[config.mk]
export PLATFORM = sky130hd
export DESIGN_NAME = mfp_interrupt_controller_core
export DESIGN_NICKNAME = d
export VERILOG_FILES = /design/src/rtl/core/mfpic_pkg.sv /design/src/rtl/core/mfpic_prio.sv /design/src/rtl/core/mfp_interrupt_controller_core.sv
export SDC_FILE = /design/constraint.sdc
export NUM_CORES = 1
export LEC_CHECK = 0
export BUFFER_PORTS_ARGS = -buffer_cell sky130_fd_sc_hd__buf_4
export CAP_MARGIN = 5
export CORE_MARGIN = 5
export CORE_UTILIZATION = 45
export DETAILED_ROUTE_END_ITERATION = 10
export HOLD_SLACK_MARGIN = 0.15
export PLACE_DENSITY = 0.75
export SYNTH_ARGS = -nofsm -noshare
export SYNTH_HDL_FRONTEND = slang
export SYNTH_SLANG_ARGS = --single-unit
[constraint.sdc]
create_clock -name clk -period 8.65 [get_ports clk]
set_clock_uncertainty 0.05 [all_clocks]
set_input_delay 1.2975 -clock clk [delete_from_list [all_inputs] [get_ports clk]]
set_output_delay 1.2975 -clock clk [all_outputs]
set_load 0.05 [all_outputs]
[src/rtl/core/mfpic_pkg.sv]
// Package for the MFP interrupt controller core: transaction types, command
// and register codes, and the source tables for bit positions and blocking.
// No dependencies.
package mfpic_pkg;

	// Number of interrupt sources and the width of a source index.
	localparam int NUM_SRC = 6;
	localparam int SRC_W   = 3;

	// CPU levels at or above this value hold off every dispatch.
	localparam logic [2:0] LEVEL_LIMIT = 3'd6;

	// Command codes carried in an input transaction.
	localparam logic [2:0] CMD_RAISE    = 3'd0;
	localparam logic [2:0] CMD_CHECK    = 3'd1;
	localparam logic [2:0] CMD_TA_EVENT = 3'd2;
	localparam logic [2:0] CMD_TB_EVENT = 3'd3;
	localparam logic [2:0] CMD_CLR_SVC  = 3'd4;

	// Configuration register indexes.
	localparam logic [2:0] CFG_ENABLE    = 3'd0;
	localparam logic [2:0] CFG_MASK      = 3'd1;
	localparam logic [2:0] CFG_VEC_BASE  = 3'd2;
	localparam logic [2:0] CFG_SW_EOI    = 3'd3;
	localparam logic [2:0] CFG_TA_RELOAD = 3'd4;
	localparam logic [2:0] CFG_TB_RELOAD = 3'd5;

	// Source indexes used by the timer event paths.
	localparam logic [SRC_W-1:0] SRC_TA = 3'd0;
	localparam logic [SRC_W-1:0] SRC_TB = 3'd1;

	// Input transaction.
	typedef struct packed {
		logic [2:0]  cmd;
		logic [2:0]  channel;
		logic [2:0]  cpu_level;
		logic [15:0] service_clear;
	} item_t;

	// Result transaction.
	typedef struct packed {
		logic        dispatched;
		logic [9:0]  vector_offset;
		logic [15:0] pending_bits;
		logic [15:0] service_bits;
		logic        any_pending;
		logic [7:0]  timer_a_count;
		logic [7:0]  timer_b_count;
	} result_t;

	// Outcome of the priority check.
	typedef struct packed {
		logic       hit;
		logic [3:0] pos;
	} sel_t;

	// Bit position of each source in the pending and in-service registers.
	function automatic logic [3:0] src_bitpos(input logic [SRC_W-1:0] s);
		logic [3:0] pos;
		case (s)
			3'd0:    pos = 4'd13;
			3'd1:    pos = 4'd8;
			3'd2:    pos = 4'd7;
			3'd3:    pos = 4'd6;
			3'd4:    pos = 4'd5;
			3'd5:    pos = 4'd4;
			default: pos = 4'd0;
		endcase
		return pos;
	endfunction

	// In-service bits that hold off each source.
	function automatic logic [15:0] src_block(input logic [SRC_W-1:0] s);
		logic [15:0] blk;
		case (s)
			3'd0:    blk = 16'he000;
			3'd1:    blk = 16'hff00;
			3'd2:    blk = 16'hff80;
			3'd3:    blk = 16'hffc0;
			3'd4:    blk = 16'hffe0;
			3'd5:    blk = 16'hfff0;
			default: blk = 16'h0000;
		endcase
		return blk;
	endfunction

	// A channel input sets the source's pending bit when enabled, clears it otherwise.
	function automatic logic [15:0] raise_bits(input logic [15:0] pending,
			input logic [15:0] enable, input logic [3:0] pos);
		logic [15:0] bit_m;
		bit_m = 16'(1) << pos;
		if ((enable & bit_m) != 16'h0000) begin
			return pending | bit_m;
		end
		return pending & ~bit_m;
	endfunction

endpackage

[src/rtl/core/mfpic_prio.sv]
// Priority check of the MFP interrupt controller: picks the first eligible
// source in the order TA, TB, FDC, KBD, TC, TD.
// Depends on mfpic_pkg.
module mfpic_prio (
	input  logic [15:0]      pending,
	input  logic [15:0]      service,
	input  logic [15:0]      mask_bits,
	input  logic [2:0]       cpu_level,
	output mfpic_pkg::sel_t  sel
);

	logic [mfpic_pkg::NUM_SRC-1:0] elig;

	// A source is eligible when pending, masked in, not held off by
	// in-service bits and allowed by the CPU level.
	always_comb begin
		for (int s = 0; s < mfpic_pkg::NUM_SRC; s++) begin
			elig[s] = pending[mfpic_pkg::src_bitpos(mfpic_pkg::SRC_W'(s))]
				&& ((service & mfpic_pkg::src_block(mfpic_pkg::SRC_W'(s))) == 16'h0000)
				&& mask_bits[mfpic_pkg::src_bitpos(mfpic_pkg::SRC_W'(s))]
				&& (cpu_level < mfpic_pkg::LEVEL_LIMIT);
		end
	end

	// The lowest eligible index wins, so scan from the far end.
	always_comb begin
		sel = '0;
		for (int s = mfpic_pkg::NUM_SRC - 1; s >= 0; s--) begin
			if (elig[s]) begin
				sel.hit = 1'b1;
				sel.pos = mfpic_pkg::src_bitpos(mfpic_pkg::SRC_W'(s));
			end
		end
	end

endmodule

[src/rtl/core/mfp_interrupt_controller_core.sv]
// Top level of the MFP interrupt controller core: input register, state
// update with priority check, and result register.
// Depends on mfpic_pkg and mfpic_prio.
//
//  channel   direction  handshake                  payload
//  item      in         item_valid/item_stall      mfpic_pkg::item_t
//  result    out        result_valid/result_stall  mfpic_pkg::result_t
//  config    in         cfg_we                     cfg_index, cfg_data
//
// A transaction moves from the input register into the result register, where its
// result is offered. One transaction is taken per cycle while the result does not
// stall; the state update is done in the second stage, between the two registers.
// A stalled result holds both stages; the input stalls only when the input
// register is full and cannot move on.
// Reset clears the control state, the configuration and the interrupt state.
module mfp_interrupt_controller_core (
	input  logic                clk,
	input  logic                arst_n,
	input  logic                item_valid,
	output logic                item_stall,
	input  mfpic_pkg::item_t    item,
	output logic                result_valid,
	input  logic                result_stall,
	output mfpic_pkg::result_t  result,
	input  logic                cfg_we,
	input  logic [2:0]          cfg_index,
	input  logic [15:0]         cfg_data
);

	// Configuration registers.
	logic [15:0] enable_q;
	logic [15:0] mask_q;
	logic [3:0]  vec_base_q;
	logic        sw_eoi_q;
	logic [7:0]  ta_reload_q;
	logic [7:0]  tb_reload_q;

	// Interrupt and timer state.
	logic [15:0] pending_q;
	logic [15:0] service_q;
	logic [7:0]  count_a_q;
	logic [7:0]  count_b_q;

	// Pipeline registers.
	logic                vld_s1;
	mfpic_pkg::item_t    item_s1;
	logic                result_valid_q;
	mfpic_pkg::result_t  result_q;

	// Next-state values from the second stage.
	logic [15:0]         pending_d;
	logic [15:0]         service_d;
	logic [7:0]          count_a_d;
	logic [7:0]          count_b_d;
	logic                disp_d;
	logic [9:0]          vec_d;
	mfpic_pkg::sel_t     sel;
	logic                advance;

	// The second stage moves when the result register is free or being emptied.
	assign advance    = !result_valid_q || !result_stall;
	assign item_stall = vld_s1 && !advance;

	assign result_valid = result_valid_q;
	assign result       = result_q;

	// Configuration writes.
	always_ff @(posedge clk or negedge arst_n) begin
		if (!arst_n) begin
			enable_q    <= '0;
			mask_q      <= '0;
			vec_base_q  <= '0;
			sw_eoi_q    <= 1'b0;
			ta_reload_q <= '0;
			tb_reload_q <= '0;
		end else if (cfg_we) begin
			unique case (cfg_index)
				mfpic_pkg::CFG_ENABLE:    enable_q    <= cfg_data;
				mfpic_pkg::CFG_MASK:      mask_q      <= cfg_data;
				mfpic_pkg::CFG_VEC_BASE:  vec_base_q  <= cfg_data[3:0];
				mfpic_pkg::CFG_SW_EOI:    sw_eoi_q    <= cfg_data[0];
				mfpic_pkg::CFG_TA_RELOAD: ta_reload_q <= cfg_data[7:0];
				mfpic_pkg::CFG_TB_RELOAD: tb_reload_q <= cfg_data[7:0];
				default: begin
				end
			endcase
		end
	end

	// Input register.
	always_ff @(posedge clk or negedge arst_n) begin
		if (!arst_n) begin
			vld_s1 <= 1'b0;
		end else if (!vld_s1 || advance) begin
			vld_s1 <= item_valid;
		end
	end

	always_ff @(posedge clk) begin
		if (item_valid && !item_stall) begin
			item_s1 <= item;
		end
	end

	// Priority check on the current state.
	mfpic_prio u_prio (
		.pending   (pending_q),
		.service   (service_q),
		.mask_bits (mask_q),
		.cpu_level (item_s1.cpu_level),
		.sel       (sel)
	);

	// State update for the transaction in the input register.
	always_comb begin
		pending_d = pending_q;
		service_d = service_q;
		count_a_d = count_a_q;
		count_b_d = count_b_q;
		disp_d    = 1'b0;
		vec_d     = '0;
		unique case (item_s1.cmd)
			mfpic_pkg::CMD_RAISE: begin
				if (int'(item_s1.channel) < mfpic_pkg::NUM_SRC) begin
					pending_d = mfpic_pkg::raise_bits(pending_q, enable_q,
						mfpic_pkg::src_bitpos(item_s1.channel));
				end
			end
			mfpic_pkg::CMD_CHECK: begin
				if (sel.hit) begin
					disp_d = 1'b1;
					vec_d  = {vec_base_q, sel.pos, 2'b00};
					pending_d[sel.pos] = 1'b0;
					service_d[sel.pos] = sw_eoi_q;
				end
			end
			mfpic_pkg::CMD_TA_EVENT: begin
				if (count_a_q == 8'd1) begin
					pending_d = mfpic_pkg::raise_bits(pending_q, enable_q,
						mfpic_pkg::src_bitpos(mfpic_pkg::SRC_TA));
					count_a_d = ta_reload_q;
				end else begin
					count_a_d = count_a_q - 8'd1;
				end
			end
			mfpic_pkg::CMD_TB_EVENT: begin
				if (count_b_q == 8'd1) begin
					pending_d = mfpic_pkg::raise_bits(pending_q, enable_q,
						mfpic_pkg::src_bitpos(mfpic_pkg::SRC_TB));
					count_b_d = tb_reload_q;
				end else begin
					count_b_d = count_b_q - 8'd1;
				end
			end
			mfpic_pkg::CMD_CLR_SVC: begin
				service_d = service_q & ~item_s1.service_clear;
			end
			default: begin
			end
		endcase
	end

	// State registers and the valid bit of the result register.
	always_ff @(posedge clk or negedge arst_n) begin
		if (!arst_n) begin
			pending_q      <= '0;
			service_q      <= '0;
			count_a_q      <= '0;
			count_b_q      <= '0;
			result_valid_q <= 1'b0;
		end else if (vld_s1 && advance) begin
			pending_q      <= pending_d;
			service_q      <= service_d;
			count_a_q      <= count_a_d;
			count_b_q      <= count_b_d;
			result_valid_q <= 1'b1;
		end else if (!result_stall) begin
			result_valid_q <= 1'b0;
		end
	end

	// Result payload, taken after the update.
	always_ff @(posedge clk) begin
		if (vld_s1 && advance) begin
			result_q.dispatched    <= disp_d;
			result_q.vector_offset <= vec_d;
			result_q.pending_bits  <= pending_d;
			result_q.service_bits  <= service_d;
			result_q.any_pending   <= (pending_d != 16'h0000);
			result_q.timer_a_count <= count_a_d;
			result_q.timer_b_count <= count_b_d;
		end
	end

endmodule

---- After elaboration in Yosys (flattened, before gate mapping) ----
Cells that the tools add are included.
W data, S select, Z words.
word-level totals
  output and inout port bits .............. 62
  bits in read-only memories .............. 0
  memory bits (writable) .................. 0
  word-level logic and storage cells ...... 144
  memories kept ........................... 0
  flip-flop bits (word level) ............. 186
  input port bits ......................... 49
  latch bits .............................. 0
cells by class
  $add $sub $neg .......................... 2
  div/mod/pow operators ................... 0
  order comparisons ....................... 4
  reductions and logical operators ........ 47
  equality and inequality tests ........... 17
  multiplexer cells ....................... 41
  shifts and indexed selects .............. 1
  bitwise operators ....................... 8
  multiply operators ...................... 0
operators by type and width
  operator                number
  $mux W16                11
  $logic_not A16 Y1       6
  $and A16 B16 Y16        4
  $pmux W16 S4            1
  $not A16 Y16            3
  $mux W8                 4
  $pmux W16 S2            1
  $reduce_bool A16 Y1     2
  $mux W5                 6
  $pmux W4 S6             1
  $logic_and A1 B1 Y1     22
  $eq A3 B2 Y1 const B    6
  $bwmux W16              1
  $eq A8 B1 Y1 const B    2
  $or A16 B16 Y16         1
  $shl A1 B4 Y16 const A  1
  $sub A8 B1 Y8 const B   2
  $eq A3 B3 Y1 const B    5
  $reduce_and A2 Y1       7
  $mux W1                 13
  $eq A3 B1 Y1 const B    3
  $logic_not A3 Y1        3
  $mux W4                 2
  $lt A3 B3 Y1 const B    2
  other kinds (6)         11

---- Longest topological paths before layout ----
  word-level depth ........................ 19
  mapped depth ............................ 8
  mapped depth without buffers ............ 7

---- Cells and area by module ----
A second synthesis with hierarchy kept.
unflattened totals
  cell total of the unflattened synthesis .. 764
  area total of the unflattened synthesis .. 8888.5 um^2
by module, submodules not included
  module                         cells an instance  sequential area each (um^2)  area an instance (um^2)  instances
  mfp_interrupt_controller_core  735                5069.9                       8724.6                   1
  mfpic_prio                     29                 0.0                          163.9                    1

---- Worst setup path after synthesis ----
Ideal clock, no wire load.
  path kind ............................... input to register
  start ................................... input result_stall
  end ..................................... register service_q[13]
  data arrival time ....................... 3703 ps
  cell stages on the path ................. 6
  slack ................................... 4792 ps
  cells stage by stage .................... nand2_1 nand2_1 inv_1 clkbuf_1 a21oi_1 a31oi_1
between the ends
  word-level cells in the longest chain between the ends .. 3
RTL lines
  item                  RTL line                              text
  from (decl)           mfp_interrupt_controller_core.sv:23   input logic result_stall,
  $logic_not A1 Y1      --
  $logic_or A1 B1 Y1    mfp_interrupt_controller_core.sv:61   assign advance = !result_valid_q || !result_stall;
  $logic_and A1 B1 Y1   mfp_interrupt_controller_core.sv:171  end else if (vld_s1 && advance) begin
  to (signal assigned)  mfp_interrupt_controller_core.sv:173  service_q <= service_d;
  to (decl)             mfp_interrupt_controller_core.sv:40   logic [15:0] service_q;
No other way between the ends.
A chain may end at the register's enable or synchronous reset.

---- Final worst setup path ----
  start ................................... input result_stall
  end ..................................... register pending_q[4]
between the ends
  word-level cells in the longest chain between the ends .. 3
RTL lines
  item                  RTL line                              text
  $logic_not A1 Y1      --
  $logic_or A1 B1 Y1    mfp_interrupt_controller_core.sv:61
  $logic_and A1 B1 Y1   mfp_interrupt_controller_core.sv:171
  to (signal assigned)  mfp_interrupt_controller_core.sv:172  pending_q <= pending_d;
  to (decl)             mfp_interrupt_controller_core.sv:39   logic [15:0] pending_q;
No other way between the ends.

==> flow_metrics.py <==
metrics = {
    "setup_path": {
        "crit_type": "primary input to register",
        "crit_arrival_ps": 3760,
        "reg2reg_to": "result[16]$_DFFE_PP_",
        "critPathRequiredTime_ps": 8900,
        "r2r_slack_ps": 5360,
        "critPathLaunch": "result_stall",
        "cp-start-kind": "primary input",
        "reg2reg_from": "count_b_q[2]$_DFFE_PN0P_",
        "cp-endpoint": "pending_q[4]$_DFFE_PN0P_",
        "crit_path_max_fanout": 57,
        "cp-end-kind": "register",
        "ff2ff_path_depth": 6,
    },
    "routing": {
        "wl_per_cell_um": 17.7,
        "wirelength_mm": 14.7,
        "drc_errors": 0,
        "first_pass_iters": 5,
        "first_iter_violations": 310,
        "vias": 4575,
        "avgViaCountPerCell": 5.53,
        "ant_nets": 0,
    },
    "clock_network": {
        "clk_path_buf_depth": 2,
        "clockRootBuffer": "clkbuf_16",
        "clock_latency_ps": 420,
        "postCtsSetupBuffers": 0,
        "cts-htree-levels": 4,
        "post_cts_resized": 0,
        "clk_pin_slew_worst_paths_ps": 60,
        "cts_buffers": 17,
        "tritoncts": "done",
        "hold_buffers": 0,
        "cts.sinks": 166,
    },
    "power_and_ir_drop": {
        "leakagePower_uw": 0.00356,
        "irDropWorstVdd_mv": 0.140,
        "powerDensity_nw_per_um2": 284,
        "comb_power_share_pct": 23.7,
        "p_int_uw": 1650,
        "seq_power_share_pct": 45.5,
        "switchingPower_uw": 743,
        "switching_share_pct": 31.0,
        "clock_power_share_pct": 30.7,
    },
    "finish": {
        "fin_cells": 827,
        "drive_gt1_share_pct": 30.4,
        "multi_input_area_um2": 2200,
        "nNetsFinal": 679,
        "layout_common_cells": "buf_4, dfrtp_1, edfxtp_1, mux2_2, nand2_1",
        "n_fill_cell": 1267,
        "diodes": 0,
        "final-seq-area_um2": 4560,
        "layout_commonest_cell": "buf_4",
        "area_delta_synth_final_pct": 20.7,
    },
    "placement": {
        "dp_hpwl_mm": 10.2,
        "port_buffers": 101,
        "dp_cells": 795,
        "gp_congestion": 0.893,
    },
    "die": {
        "die_y_um": 135,
        "dieArea_um2": 18100,
        "io_pins": 111,
        "num_rows": 45,
        "core_area_um2": 15200,
        "die_x_um": 135,
        "start_util_pct": 46.0,
    },
    "job": {
        "maxCapViolCount": 0,
    },
    "yosys": {
        "syn_avg_cell_area_um2": 12.9,
        "synth.distinct_cells": 57,
        "ys_async_sr_fraction_pct": 50.6,
        "yosysWarningCount": 0,
        "synth_flop_cell": "dfrtp_1",
        "synthCells": 543,
        "syn_area_um2": 6990,
        "ys_ff_latch": 166,
        "synth_edf_count": 82,
        "seq_area_frac_synth_pct": 65.3,
    },
    "sta": {
        "fmax_ghz": 0.285,
        "setup_viol": 0,
        "min_period_ps": 3510,
        "worst-slew-pin-transition_ps": 1090,
        "rsz0062_at_grt": "false",
        "drv_slew": 0,
        "setup_tns_ps": 0,
        "period_share_pct": 40.6,
        "hold_viol": 0,
        "relSlewSlack_pct": 26.9,
    },
    "global_route": {
        "antenna_found_initial": 0,
        "grt_max_degree": 66,
        "grt_pass1_wl_mm": 23.8,
        "grt_usage_pct": 16.7,
        "first_global_vias": 4727,
        "gr-total-overflow": 0,
    },
    "status": {
        "status": "finished, final reports clean",
    },
    "hold_path": {
        "hold_path_class": "register to register",
    },
}
==> worst max-delay path, stage by stage <==
cell,delay (ps)
buf_4,90
nand2_1,60
nand2_1,650
clkinv_2,700
buf_4,530
mux2_2,380
==> metrics by stage <==
step / setup WS, ps / hold slack [ps] / cell area, um2 / util (%) / total power [uW]
2_1_floorplan: 4790 / 380 / 6990 / - / 1490
3_3_place_gp: 4800 / 331 / 7860 / 51.7 / 1640
6_report: 5140 / 349 / 8430 / 55.5 / 2400
5_1_grt: 4880 / 366 / 8430 / 55.5 / 2520
4_1_cts: 5120 / 353 / 8430 / 55.5 / 2410
3_5_place_dp: 4700 / 340 / 7860 / 51.7 / 1670
==> layout make-up <==
type	count	share of cell area, %
sequential	166	54.1
timing repair buffer	106	9.43
inverter	16	0.727
clock inverter	9	1.53
clock buffer	23	5.31
multi-input combinational	319	26.1
tap	188	2.79
==> power groups by stage <==
stage | Combinational (uW) | Sequential [uW] | Clock, uW
after global placement | 547 | 1100 | 0
final | 569 | 1090 | 737
after global routing | 620 | 1110 | 787
after CTS | 571 | 1090 | 751
after detailed placement | 566 | 1100 | 0
after floorplan | 289 | 1200 | 0
==> how the worst min path moves through the flow <==
stage                              start  cells past startpoint                   endpoint
2_1_floorplan      item_s1[13]$_DFFE_PP_                      1  service_q[13]$_DFFE_PN0P_
3_3_place_gp    pending_q[3]$_DFFE_PN0P_                      0   pending_q[3]$_DFFE_PN0P_
3_5_place_dp   pending_q[11]$_DFFE_PN0P_                      0  pending_q[11]$_DFFE_PN0P_
4_1_cts        pending_q[11]$_DFFE_PN0P_                      0  pending_q[11]$_DFFE_PN0P_
5_1_grt        pending_q[11]$_DFFE_PN0P_                      0  pending_q[11]$_DFFE_PN0P_
6_report        pending_q[9]$_DFFE_PN0P_                      0   pending_q[9]$_DFFE_PN0P_
==> metal layers <==
layer | part of all wire, % | GRT usage [%] | routed length (um) | up-vias
met5 | 0 | 0 | 0 | -
met4 | 1.8 | 5.88 | 261 | 0
met3 | 6.4 | 5.55 | 940 | 17
met1 | 42 | 20.8 | 6090 | 2271
li1 | - | - | - | 2157
met2 | 50 | 27.6 | 7380 | 130
==> synthesized netlist by cell type, drive strengths merged (2+ instances only) <==
cell    number  share of area (%)
o21ai       31                2.3
nand4b       2               0.25
edfxtp      82                 35
a21o        12                1.3
ha           4               0.72
clkbuf      39                2.1
nor2b        4               0.36
inv         16               0.86
or4          3               0.32
or3          4               0.36
nor4        10                1.2
a31oi       11               0.98
nand2       42                2.3
dfrtp       84                 30
a32o         3               0.43
a31o         2               0.25
o31ai        2               0.21
and2         8               0.72
o41ai        2               0.25
nand3       14                1.0
nor3        10               0.72
nor4b        3               0.47
nand4        3               0.36
mux2        50                8.1
nor2        24                1.3
nor4bb       3               0.43
o22ai        2               0.18
o22a         7               0.88
a21oi       28                2.0
a21boi      12                1.3
and3b        2               0.25
nand2b       2               0.18
buf          4               0.36
==> registers in the layout (all words and copies together) (netlist names), 4 cells and up <==
register and flops:
result 58, item_s1 24, tb_reload_q 8, enable_q 7, pending_q 16, service_q 16
vec_base_q 4, ta_reload_q 8, count_a_q 8, count_b_q 8, mask_q 6
==> cells by family after synthesis <==
family          synth area share, %
simple gates                   10.6
fa+ha+maj                     0.716
other cells                  0.0537
buf+inv                        3.31
flops                          65.3
mux                            8.20
compound gates                 11.8
No activity file was read; power rests on OpenSTA's default activity.
